$ cat config.mk
export PLATFORM = sky130hd
export DESIGN_NAME = system_controller_interrupt_masks_unit
export DESIGN_NICKNAME = d
export VERILOG_FILES = /design/src/scim_pkg.sv /design/src/scim_cfg_regs.sv /design/src/scim_core.sv /design/src/system_controller_interrupt_masks_unit.sv
export SDC_FILE = /design/constraint.sdc
export NUM_CORES = 1
export LEC_CHECK = 0
export BUFFER_PORTS_ARGS = -buffer_cell sky130_fd_sc_hd__buf_4
export CORE_UTILIZATION = 55
export CTS_BUF_LIST = sky130_fd_sc_hd__clkbuf_4 sky130_fd_sc_hd__clkbuf_8 sky130_fd_sc_hd__clkbuf_16
export DETAILED_ROUTE_END_ITERATION = 12
export GPL_ROUTABILITY_DRIVEN = 0
export PLACE_DENSITY_LB_ADDON = 0.08
export SLEW_MARGIN = 20
export SYNTH_ARGS = -nofsm -noshare
export SYNTH_HDL_FRONTEND = slang
export SYNTH_SLANG_ARGS = --single-unit
export TNS_END_PERCENT = 100
$ cat constraint.sdc
create_clock -name clk -period 5.3 [get_ports clk]
set_input_delay 0.265 -clock clk [delete_from_list [all_inputs] [get_ports clk]]
set_output_delay 0.265 -clock clk [all_outputs]
set_load 0.005 [all_outputs]
$ cat src/scim_pkg.sv
// Shared types, constants and decode functions for the system controller
// interrupt mask block. No dependencies; every other file in src uses it.
package scim_pkg;

    localparam int MASK_SETS    = 2;   // mask sets held (1 to 4)
    localparam int SETS_USABLE  = 2;   // sets A and B only can be enabled
    localparam int WORD_W       = 36;
    localparam int MASK_W       = 32;
    localparam int ASSIGN_W     = 9;
    localparam int PORTS        = 8;
    localparam int PORT_W       = 3;
    localparam int CFG_IDX_W    = 2;
    localparam int CFG_DATA_W   = 8;

    typedef enum logic [2:0] {
        MODE_SET_MASK    = 3'd0,
        MODE_GET_MASK    = 3'd1,
        MODE_MODE_REG    = 3'd2,
        MODE_READ_SWITCH = 3'd3,
        MODE_WRITE_SWITCH= 3'd4,
        MODE_RAISE       = 3'd5
    } mode_t;

    typedef enum logic [1:0] {
        STATUS_OK       = 2'd0,
        STATUS_NO_MASK  = 2'd1,
        STATUS_MISMATCH = 2'd2
    } status_t;

    typedef enum logic [CFG_IDX_W-1:0] {
        CFG_RECEIVING_PORT = 2'd0,
        CFG_MANUAL_MODE    = 2'd1,
        CFG_CPU_PORT_MAP   = 2'd2,
        CFG_SETS_PRESENT   = 2'd3
    } cfg_index_t;

    typedef struct packed {
        logic [PORT_W-1:0] receiving_port;
        logic              manual_mode;
        logic [PORTS-1:0]  cpu_port_map;
        logic [1:0]        mask_sets_present;
    } cfg_t;

    typedef struct packed {
        logic [2:0]        mode;
        logic [PORT_W-1:0] target_port;
        logic [WORD_W-1:0] word_a;
        logic [WORD_W-1:0] word_q;
        logic [4:0]        interrupt_number;
    } req_t;

    typedef struct packed {
        logic [WORD_W-1:0] result_a;
        logic [WORD_W-1:0] result_q;
        logic [1:0]        status;
        logic              interrupt_delivered;
        logic [MASK_W-1:0] pending_vector;
    } res_t;

    typedef struct packed {
        logic [PORT_W-1:0] port;
        logic              off;
    } assign_dec_t;

    typedef struct packed {
        logic [WORD_W-1:0] a;
        logic [WORD_W-1:0] q;
    } word_pair_t;

    // highest port number (lowest set port bit) wins; port kept when no port bit set
    function automatic assign_dec_t assign_decode(input logic [ASSIGN_W-1:0] raw,
                                                  input logic [PORT_W-1:0]   old_port);
        assign_dec_t d;
        d.port = old_port;
        for (int p = 0; p < PORTS; p++)
        begin
            if (raw[ASSIGN_W-1-p])
            begin
                d.port = PORT_W'(p);
            end
        end
        d.off = raw[0] | ~(|raw[ASSIGN_W-1:1]);
        return d;
    endfunction

    // enables of four ports, first port in the most significant bit
    function automatic logic [3:0] enables_nibble(input logic [PORTS-1:0] pe,
                                                  input logic             upper);
        logic [3:0] n;
        for (int i = 0; i < 4; i++)
        begin
            n[3-i] = upper ? pe[4+i] : pe[i];
        end
        return n;
    endfunction

    function automatic word_pair_t switches_word(input logic [ASSIGN_W-1:0] raw0,
                                                 input logic [ASSIGN_W-1:0] raw1,
                                                 input logic [PORT_W-1:0]   rport,
                                                 input logic                manual,
                                                 input logic [PORTS-1:0]    pe);
        word_pair_t w;
        w.a        = '0;
        w.q        = '0;
        w.a[35:27] = raw0;
        w.a[26:24] = 3'd5;
        w.a[23:20] = 4'hF;
        w.a[19:16] = {1'b0, rport};
        w.a[14]    = manual;
        w.a[5]     = 1'b1;
        w.a[3:0]   = enables_nibble(pe, 1'b0);
        w.q[35:27] = raw1;
        w.q[3:0]   = enables_nibble(pe, 1'b1);
        return w;
    endfunction

endpackage

$ cat src/scim_cfg_regs.sv
// Configuration registers of the interrupt mask block, written through a
// plain write port. Depends on scim_pkg.
module scim_cfg_regs
(
    input  logic                             clk,
    input  logic                             rst_n,
    input  logic                             cfg_we,
    input  logic [scim_pkg::CFG_IDX_W-1:0]   cfg_index,
    input  logic [scim_pkg::CFG_DATA_W-1:0]  cfg_data,
    output scim_pkg::cfg_t                   cfg
);

    scim_pkg::cfg_t cfg_reg;
    scim_pkg::cfg_t cfg_next;

    always_comb
    begin
        cfg_next = cfg_reg;
        if (cfg_we)
        begin
            case (cfg_index)
                scim_pkg::CFG_RECEIVING_PORT: cfg_next.receiving_port    = cfg_data[2:0];
                scim_pkg::CFG_MANUAL_MODE:    cfg_next.manual_mode       = cfg_data[0];
                scim_pkg::CFG_CPU_PORT_MAP:   cfg_next.cpu_port_map      = cfg_data[7:0];
                scim_pkg::CFG_SETS_PRESENT:   cfg_next.mask_sets_present = cfg_data[1:0];
                default:                      cfg_next = cfg_reg;
            endcase
        end
    end

    always_ff @(posedge clk or negedge rst_n)
    begin
        if (!rst_n)
        begin
            cfg_reg.receiving_port    <= '0;
            cfg_reg.manual_mode       <= 1'b1;
            cfg_reg.cpu_port_map      <= '0;
            cfg_reg.mask_sets_present <= 2'b11;
        end
        else
        begin
            cfg_reg <= cfg_next;
        end
    end

    assign cfg = cfg_reg;

endmodule

$ cat src/scim_core.sv
// Mask sets, port enables and pending vector, with the single-pass logic
// that executes one request and forms its result. Depends on scim_pkg.
module scim_core
(
    input  logic             clk,
    input  logic             rst_n,
    input  logic             fire,
    input  scim_pkg::req_t   req,
    input  scim_pkg::cfg_t   cfg,
    output scim_pkg::res_t   res
);

    localparam int NS = scim_pkg::MASK_SETS;

    logic [scim_pkg::MASK_W-1:0]   exec_mask_reg   [NS];
    logic [scim_pkg::MASK_W-1:0]   exec_mask_next  [NS];
    logic [scim_pkg::ASSIGN_W-1:0] assign_word_reg [NS];
    logic [scim_pkg::ASSIGN_W-1:0] assign_word_next[NS];
    logic [scim_pkg::PORT_W-1:0]   assign_port_reg [NS];
    logic [scim_pkg::PORT_W-1:0]   assign_port_next[NS];
    logic                          assign_off_reg  [NS];
    logic                          assign_off_next [NS];
    logic [scim_pkg::PORTS-1:0]    port_enable_reg;
    logic [scim_pkg::PORTS-1:0]    port_enable_next;
    logic [scim_pkg::MASK_W-1:0]   pending_reg;
    logic [scim_pkg::MASK_W-1:0]   pending_next;

    logic [NS-1:0]                 usable;
    logic [NS-1:0]                 match_t;
    logic [NS-1:0]                 match_r;
    logic [NS-1:0]                 hit;
    logic [NS-1:0]                 deliver;
    logic [scim_pkg::MASK_W-1:0]   hit_mask;
    logic [scim_pkg::ASSIGN_W-1:0] raw_cur [2];
    logic [scim_pkg::ASSIGN_W-1:0] raw_new [2];
    logic [scim_pkg::PORTS-1:0]    pe_new;
    scim_pkg::word_pair_t          sw_cur;
    scim_pkg::word_pair_t          sw_new;
    scim_pkg::assign_dec_t         dec;

    genvar g;
    generate
        for (g = 0; g < NS; g++)
        begin : g_set
            if (g < scim_pkg::SETS_USABLE)
            begin : g_use
                assign usable[g] = cfg.mask_sets_present[g] & ~assign_off_reg[g];
            end
            else
            begin : g_nouse
                assign usable[g] = 1'b0;
            end
            assign match_t[g] = usable[g] & (assign_port_reg[g] == req.target_port);
            assign match_r[g] = usable[g] & (assign_port_reg[g] == cfg.receiving_port);
            assign deliver[g] = usable[g] & exec_mask_reg[g][req.interrupt_number]
                                & cfg.cpu_port_map[assign_port_reg[g]];
        end
        for (g = 0; g < 2; g++)
        begin : g_raw
            if (g < NS)
            begin : g_held
                assign raw_cur[g] = assign_word_reg[g];
            end
            else
            begin : g_absent
                assign raw_cur[g] = scim_pkg::ASSIGN_W'(1);
            end
        end
    endgenerate

    // last matching set wins
    always_comb
    begin
        logic taken;
        taken    = 1'b0;
        hit      = '0;
        hit_mask = '0;
        for (int s = NS - 1; s >= 0; s--)
        begin
            if (match_t[s] && !taken)
            begin
                hit[s]   = 1'b1;
                hit_mask = exec_mask_reg[s];
                taken    = 1'b1;
            end
        end
    end

    always_comb
    begin
        raw_new[0] = req.word_a[35:27];
        raw_new[1] = (NS > 1) ? req.word_q[35:27] : scim_pkg::ASSIGN_W'(1);
        for (int i = 0; i < 4; i++)
        begin
            pe_new[i]   = req.word_a[3-i];
            pe_new[4+i] = req.word_q[3-i];
        end
    end

    assign sw_cur = scim_pkg::switches_word(raw_cur[0], raw_cur[1], cfg.receiving_port,
                                            cfg.manual_mode, port_enable_reg);
    assign sw_new = scim_pkg::switches_word(raw_new[0], raw_new[1], cfg.receiving_port,
                                            cfg.manual_mode, pe_new);

    always_comb
    begin
        exec_mask_next   = exec_mask_reg;
        assign_word_next = assign_word_reg;
        assign_port_next = assign_port_reg;
        assign_off_next  = assign_off_reg;
        port_enable_next = port_enable_reg;
        pending_next     = pending_reg;
        dec              = '0;
        res              = '0;

        case (req.mode)
            scim_pkg::MODE_SET_MASK:
            begin
                if (!(|match_r))
                begin
                    res.status = scim_pkg::STATUS_NO_MASK;
                end
                else
                begin
                    for (int s = 0; s < NS; s++)
                    begin
                        if (hit[s])
                        begin
                            exec_mask_next[s] = {req.word_a[35:20], req.word_q[35:20]};
                        end
                    end
                end
            end
            scim_pkg::MODE_GET_MASK:
            begin
                if (|hit)
                begin
                    res.result_a[35:20] = hit_mask[31:16];
                    res.result_a[3:0]   = scim_pkg::enables_nibble(port_enable_reg, 1'b0);
                    res.result_q[35:20] = hit_mask[15:0];
                    res.result_q[3:0]   = scim_pkg::enables_nibble(port_enable_reg, 1'b1);
                end
            end
            scim_pkg::MODE_MODE_REG:
            begin
                res.result_q[19] = 1'b1;
            end
            scim_pkg::MODE_READ_SWITCH:
            begin
                res.result_a = sw_cur.a;
                res.result_q = sw_cur.q;
            end
            scim_pkg::MODE_WRITE_SWITCH:
            begin
                for (int s = 0; s < NS; s++)
                begin
                    if (s < 2)
                    begin
                        dec                 = scim_pkg::assign_decode(raw_new[s],
                                                                      assign_port_reg[s]);
                        assign_word_next[s] = raw_new[s];
                        assign_port_next[s] = dec.port;
                        assign_off_next[s]  = dec.off;
                    end
                end
                port_enable_next = pe_new;
                if (sw_new.a != req.word_a || sw_new.q != req.word_q)
                begin
                    res.status = scim_pkg::STATUS_MISMATCH;
                end
                res.result_a = req.word_a;
                res.result_q = req.word_q;
            end
            scim_pkg::MODE_RAISE:
            begin
                if (|deliver)
                begin
                    pending_next = pending_reg
                                   | (scim_pkg::MASK_W'(1) << req.interrupt_number);
                    res.interrupt_delivered = 1'b1;
                end
            end
            default:
            begin
                res.status = scim_pkg::STATUS_OK;
            end
        endcase

        res.pending_vector = pending_next;
    end

    always_ff @(posedge clk or negedge rst_n)
    begin
        if (!rst_n)
        begin
            for (int s = 0; s < NS; s++)
            begin
                exec_mask_reg[s]   <= '0;
                assign_word_reg[s] <= scim_pkg::ASSIGN_W'(1);
                assign_port_reg[s] <= '0;
                assign_off_reg[s]  <= 1'b1;
            end
            port_enable_reg <= '0;
            pending_reg     <= '0;
        end
        else if (fire)
        begin
            exec_mask_reg   <= exec_mask_next;
            assign_word_reg <= assign_word_next;
            assign_port_reg <= assign_port_next;
            assign_off_reg  <= assign_off_next;
            port_enable_reg <= port_enable_next;
            pending_reg     <= pending_next;
        end
    end

endmodule

$ cat src/system_controller_interrupt_masks_unit.sv
// Top level of the system controller interrupt mask block: request and
// result registers around scim_core, plus scim_cfg_regs. Depends on scim_pkg.
//
// Usage
//   Request channel: in_valid/in_stall with mode, target_port, word_a,
//   word_q and interrupt_number. A transfer happens on a rising edge with
//   in_valid high and in_stall low.
//   Result channel: out_valid/out_stall with result_a, result_q, status,
//   interrupt_delivered and pending_vector; one result per request, in order.
//   Configuration: cfg_we/cfg_index/cfg_data, one register per edge, to be
//   taken only while no request is in flight; the block does not enforce it.
//   Data path: the request register feeds one pass of mask-set logic that
//   writes the result register and the state; one request per cycle unless
//   a stalled, full result register holds the request register.
//   Stall: with out_stall high the result holds, the request register keeps
//   its item and in_stall rises once that register is also full.
//   Reset: rst_n (asynchronous, active low) empties both registers, clears
//   masks, enables and pending bits, marks both sets unassigned and loads
//   the configuration defaults (port 0, manual mode, no processors, both
//   sets present).
module system_controller_interrupt_masks_unit
(
    input  logic                             clk,
    input  logic                             rst_n,
    input  logic                             in_valid,
    output logic                             in_stall,
    input  logic [2:0]                       mode,
    input  logic [2:0]                       target_port,
    input  logic [35:0]                      word_a,
    input  logic [35:0]                      word_q,
    input  logic [4:0]                       interrupt_number,
    output logic                             out_valid,
    input  logic                             out_stall,
    output logic [35:0]                      result_a,
    output logic [35:0]                      result_q,
    output logic [1:0]                       status,
    output logic                             interrupt_delivered,
    output logic [31:0]                      pending_vector,
    input  logic                             cfg_we,
    input  logic [scim_pkg::CFG_IDX_W-1:0]   cfg_index,
    input  logic [scim_pkg::CFG_DATA_W-1:0]  cfg_data
);

    scim_pkg::cfg_t cfg;
    scim_pkg::req_t req_reg;
    scim_pkg::res_t res;
    scim_pkg::res_t res_reg;
    logic           req_valid_reg;
    logic           req_valid_next;
    logic           res_valid_reg;
    logic           res_valid_next;
    logic           advance;
    logic           accept;

    assign advance  = req_valid_reg & (~res_valid_reg | ~out_stall);
    assign in_stall = req_valid_reg & ~advance;
    assign accept   = in_valid & ~in_stall;

    always_comb
    begin
        req_valid_next = req_valid_reg;
        if (accept)
        begin
            req_valid_next = 1'b1;
        end
        else if (advance)
        begin
            req_valid_next = 1'b0;
        end

        res_valid_next = res_valid_reg & out_stall;
        if (advance)
        begin
            res_valid_next = 1'b1;
        end
    end

    always_ff @(posedge clk or negedge rst_n)
    begin
        if (!rst_n)
        begin
            req_valid_reg <= 1'b0;
            res_valid_reg <= 1'b0;
        end
        else
        begin
            req_valid_reg <= req_valid_next;
            res_valid_reg <= res_valid_next;
        end
    end

    always_ff @(posedge clk)
    begin
        if (accept)
        begin
            req_reg.mode             <= mode;
            req_reg.target_port      <= target_port;
            req_reg.word_a           <= word_a;
            req_reg.word_q           <= word_q;
            req_reg.interrupt_number <= interrupt_number;
        end
        if (advance)
        begin
            res_reg <= res;
        end
    end

    scim_cfg_regs u_cfg
    (
        .clk       (clk),
        .rst_n     (rst_n),
        .cfg_we    (cfg_we),
        .cfg_index (cfg_index),
        .cfg_data  (cfg_data),
        .cfg       (cfg)
    );

    scim_core u_core
    (
        .clk   (clk),
        .rst_n (rst_n),
        .fire  (advance),
        .req   (req_reg),
        .cfg   (cfg),
        .res   (res)
    );

    assign out_valid           = res_valid_reg;
    assign result_a            = res_reg.result_a;
    assign result_q            = res_reg.result_q;
    assign status              = res_reg.status;
    assign interrupt_delivered = res_reg.interrupt_delivered;
    assign pending_vector      = res_reg.pending_vector;

endmodule

Word level (Yosys, flattened, before mapping)
Cells that the tools add are included.
{ "op_classes": {"n_lt_le_gt_ge": 3, "n_eq_ne": 13, "shift": 1, "mux": 45, "n_bitwise": 26, "n_reduce_logical": 23} }
{ "op_table": {"columns": ["operator", "n"], "rows": [
  ["2-to-1 mux 32 bit", 4],
  ["one-hot mux 20 bit (3 select lines)", 1],
  ["2-to-1 mux 3 bit", 16],
  ["one-hot mux 16 bit (3 select lines)", 1],
  ["bitwise OR 32 bit", 1],
  ["one-hot mux 16 bit (2 select lines)", 1],
  ["<< shifter 1 x 5 -> 32 bit, first input constant", 1],
  ["!= test 23 bit", 1],
  ["nonzero test 23 bit", 1],
  ["2-to-1 mux 20 bit", 1],
  ["2-to-1 mux 16 bit", 1],
  ["nonzero test 8 bit", 2],
  ["OR reduction 8 bit", 2],
  ["AND 1 bit", 14],
  ["equality test 3 bit", 4],
  ["one-hot mux 4 bit (3 select lines)", 1],
  ["2-to-1 mux 1 bit", 11],
  ["binary-select mux 1 bit (select 5 bit)", 2],
  ["AND reduction 2 bit", 5],
  ["less-than comparator 3 x 4 -> 1 bit, second input constant", 2],
  ["inverter 1 bit", 8],
  ["AND reduction 4 bit", 2],
  ["binary-select mux 1 bit (select 3 bit)", 2],
  ["equality test 3 x 2 -> 1 bit, second input constant", 2],
  ["other kinds (18)", 25]
]} }
{ "totals": {"register_bits": 336, "in_bits": 98, "out_inout_bits": 109, "wordCells": 138} }

Depth between registers and ports, before layout
{ "logic_depth": {"word_depth": 10, "ltp_mapped": 10, "mapped_depth_nobuf": 6} }

By module
From an unflattened synthesis, not the netlist that was laid out.
{ "unflattened": {"cells_unflattened": 941, "area_unflattened_um2": 13760.7} }
{ "by_module_without_submodules": {"columns": ["module", "n_inst", "cells_each", "area_per_inst_um2", "seq_area_each_um2"], "rows": [
  ["scim_core", 1, 711, 7399.6, 3258.1],
  ["system_controller_interrupt_masks_unit", 1, 198, 5798.1, 5755.5],
  ["scim_cfg_regs", 1, 32, 563.0, 354.1]
]} }

Worst setup path after synthesis
OpenSTA, ideal clock, no wires.
{ "synth_path": {"kind": "reg2reg", "start": "register res_valid_reg (netlist: out_valid)", "end": "register u_core.pending_reg[16] in the netlist's numbering", "t_arrival_ns": 4.580, "required_ns": 5.205, "setup_slack_ns": 0.625, "stages_incl_launch_ff": 7, "period_less_slack_ns": 4.675, "path_cell_list": "dfrtp_1 > nand2_1 > and2_1 > clkbuf_1 > clkbuf_1 > nand3_1 > o21bai_1"} }
{ "synth_between": {"elab_chain_len": 3} }
{ "synth_rtl": {"columns": ["item", "line_no", "source"], "rows": [
  ["start, declared", "system_controller_interrupt_masks_unit.sv:50", "logic res_valid_reg;"],
  ["start signal, assigned", "system_controller_interrupt_masks_unit.sv:88", "res_valid_reg <= res_valid_next;"],
  ["inverter 1 bit", "system_controller_interrupt_masks_unit.sv:55", "assign advance = req_valid_reg & (~res_valid_reg | ~out_stall);"],
  ["bitwise OR 1 bit", "system_controller_interrupt_masks_unit.sv:55", null],
  ["AND 1 bit", "system_controller_interrupt_masks_unit.sv:55", null],
  ["net advance", "system_controller_interrupt_masks_unit.sv:52", "logic advance;"],
  ["end signal, assigned", "scim_core.sv:213", "pending_reg <= pending_next;"],
  ["end, declared", "scim_core.sv:25", "logic [scim_pkg::MASK_W-1:0] pending_reg;"]
]} }
The timed path passes the listed nets, and every way through them passes these cells.
A chain may end at the register's enable or synchronous reset.

==> flow_metrics.py <==
metrics = {
    "synth": {
        "synth_cell_types": 48,
        "synth_seq_area_share_pct": 68.1,
        "syn_nets": 1004,
        "ys_ff_latch": 336,
        "postSynth.asyncResetShare_pct": 43.5,
        "synthFlopType": "edfxtp_1",
        "synth_edf_count": 190,
        "syn_inst": 906,
        "netlist_area_um2": 13800,
        "avgSynthCellArea_um2": 15.2,
        "yosysWarnings": 0,
    },
    "worst_setup_path": {
        "crit_path_end": "pending_vector[22]$_DFFE_PP_",
        "crit_path_max_fanout": 18,
        "endpoint_kind": "register",
        "worstRegToRegCells": 7,
        "startpoint": "req_reg[1]$_DFFE_PP_",
        "r2r_end": "pending_vector[22]$_DFFE_PP_",
        "crit_arrival_ps": 3410,
        "r2r_slack_ps": 2130,
        "r2r-start": "req_reg[1]$_DFFE_PP_",
        "crit_path_start_kind": "register",
        "required_ps": 5540,
        "worstSetupPathType": "reg -> reg",
    },
    "global_route": {
        "grt_pass1_wl_mm": 51.0,
        "gr-total-overflow": 0,
        "grt_max_degree": 91,
        "grt_antenna_before_repair": 1,
        "grt_pass1_vias": 9193,
        "track_usage_pct": 25.8,
    },
    "cells_and_area": {
        "largest_reg_flops": 83,
        "layout.nets": 1305,
        "area_delta_synth_final_pct": 28.5,
        "fill_cells": 1630,
        "layout-drive-gt1-share_pct": 36.0,
    },
    "outcome": {
        "outcome": "finished clean",
    },
    "sta": {
        "setup_violations": 0,
        "drv_slew": 0,
        "finalCriticalPeriod_ps": 3170,
        "setup_total_negative_slack_ps": 0,
        "whs_ps": 17.4,
        "tightest_slew_ps": 900,
        "max-slew-margin-rel_pct": 40.0,
        "hold_viol": 0,
        "clock_skew_ps": 7.62,
        "rsz0062_at_grt": "false",
        "max_clock_freq_ghz": 0.316,
        "period_share_pct": 59.8,
    },
    "drt": {
        "drc_errors": 0,
        "first_pass_iters": 5,
        "first_iter_violations": 548,
        "drt-total-wl_mm": 32.4,
        "vias": 8995,
        "wire_per_inst_um": 20.8,
        "antenna_left": 0,
        "vias_per_cell": 5.78,
    },
    "flow_run": {
        "maxCapViolCount": 0,
    },
    "clock_network": {
        "clk_pin_slew_ps": 60,
        "clockBufferDepth": 3,
        "post_cts.repair.setup_buffers": 0,
        "cts_tree": "yes",
        "cts_sinks": 336,
        "root_buffer": "clkbuf_16",
        "worst_skew_pair.late_latency_ps": 500,
        "cts_buffers": 36,
        "h-tree-depth": 2,
    },
    "pwr": {
        "irDropWorstVdd_mv": 0.298,
        "p_leak_nw": 7.36,
        "total_power_mw": 6.28,
        "power_density_nw_per_um2": 355,
    },
    "floorplanning": {
        "pin_count": 207,
        "die_y_um": 160,
        "dieArea_um2": 25700,
        "coreArea_um2": 24500,
        "start_util_pct": 56.2,
        "die_x_um": 160,
        "row_count": 57,
    },
    "min_path": {
        "hold_path.class": "in -> reg",
    },
    "placement": {
        "port-buffer-count": 206,
        "hpwl_mm": 20.2,
    },
}
==> critical path: stages (launching register included) <==
cell      delay (ps)
edfxtp_1         860
buf_4            310
mux4_2           510
a22o_1           220
a221oi_1         310
o22ai_1          240
nand2_1          310
o21bai_1         140
==> how the worst min path moves through the flow <==
| stage | endpoint | slack, ps | start | cells after the start |
|---|---|---|---|---|
| 2_1_floorplan | out_valid$_DFF_PN0_ | -30 | rst_n | 0 |
| 3_3_place_gp | u_core.pending_reg[7]$_DFFE_PN0P_ | 410 | rst_n | 1 |
| 3_5_place_dp | u_core.pending_reg[5]$_DFFE_PN0P_ | 420 | rst_n | 1 |
| 4_1_cts | u_cfg.cfg[3]$_DFFE_PN0P_ | 1 | cfg_data[1] | 2 |
| 5_1_grt | u_cfg.cfg[3]$_DFFE_PN0P_ | 10 | cfg_data[1] | 2 |
| 6_report | out_valid$_DFF_PN0_ | 20 | out_stall | 3 |
==> routing by layer <==
layer | global-route usage [%] | vias up | share of wire, %
met1 | 35.2 | 4556 | 43
met5 | 0 | - | 0.040
met4 | 6.75 | 2 | 2.0
met2 | 43.1 | 299 | 49
met3 | 4.65 | 57 | 5.9
li1 | - | 4081 | -
==> kinds of logic after synthesis <==
kind of cell	synth area share [%]
DFF	68.1
AOI/OAI and AO/OA	10.8
and+or+nand+nor	6.39
muxes	11.5
buffers and inverters	2.16
xor gates and xnor gates	1.02
==> final cells by class <==
| type | instances | area [µm²] | area share, % |
|---|---|---|---|
| inverters | 9 | 33.8 | 0.191 |
| flip-flops and latches | 336 | 9370 | 53.0 |
| clock buffers | 52 | 1060 | 5.98 |
| clock inverters | 11 | 104 | 0.587 |
| repair buffers | 314 | 2590 | 14.6 |
| diodes | 1 | 2.50 | 0.0142 |
| multi-input cells | 510 | 4120 | 23.3 |
| well taps | 324 | 405 | 2.29 |
==> per-stage QoR <==
stage                     utilization (%)  setup WS, ps  cells  area (µm²)
after floorplan                         -           625    906       13800
after global placement               63.8          2260   1402       15600
after detailed placement             63.8          2170   1402       15600
after CTS                            72.3          2160   1556       17700
after global routing                 72.3          1880   1556       17700
final                                72.3          2130   1557       17700
==> cells in the mapped netlist (2+ instances only) <==
library cell / n / area, µm²
and4_1: 2 / 17.5
clkbuf_1: 35 / 131
edfxtp_1: 190 / 5710
xnor2_1: 7 / 61.3
nand2_1: 50 / 188
nor2_1: 22 / 82.6
mux4_2: 17 / 383
dfrtp_1: 139 / 3480
xor2_1: 9 / 78.8
and2_1: 31 / 194
a31o_1: 4 / 35.0
a31o_2: 31 / 272
nand3_1: 7 / 35.0
mux2_2: 97 / 1090
dfstp_2: 7 / 184
nand3b_1: 3 / 22.5
a221oi_1: 7 / 61.3
buf_2: 9 / 45.0
nand2b_1: 4 / 25.0
a22o_1: 39 / 342
nor4_1: 9 / 56.3
mux2i_1: 11 / 110
nand4b_1: 2 / 17.5
nor3b_1: 2 / 15.0
nand4_1: 5 / 31.3
nor3_1: 11 / 55.1
inv_1: 9 / 33.8
buf_8: 3 / 45.0
o21ai_0: 38 / 190
a21oi_1: 15 / 75.1
nor4b_1: 4 / 35.0
o21bai_1: 34 / 255
a21o_1: 2 / 15.0
and3_1: 5 / 31.3
nor2b_1: 6 / 37.5
a22oi_1: 28 / 210
==> where the power goes <==
part           leakage, nW  internal, mW  total (mW)  switching [mW]
Clock                0.585          1.48        2.45           0.970
Combinational         2.99         0.343       0.657           0.315
Sequential            3.79          3.02        3.17           0.157
==> layout by cell type (no fill, tap or decap), types with 5 or more instances in the layout <==
cell type	count
buf_4	222
edfxtp_1	190
dfrtp_1	139
mux2_2	97
dlygate4sd3_1	91
nand2_1	50
a22o_1	39
o21ai_0	38
clkbuf_16	37
o21bai_1	34
a31o_2	31
and2_1	29
a22oi_1	28
nor2_1	22
mux4_2	17
a21oi_1	15
clkbuf_4	12
nor3_1	11
mux2i_1	11
xor2_1	9
nor4_1	9
inv_1	9
xnor2_1	7
a221oi_1	7
nand3_1	7
dfstp_2	7
nand4_1	5
and3_1	5
clkinv_2	5
==> timing repair <==
action | in CTS | in global routing
hold endpoints to repair | 174 | 0
gates resized for setup | 0 | 0
endpoints found under the setup margin | 0 | 0
hold buffers | 91 | 0
(Power assumes the default switching activity.)
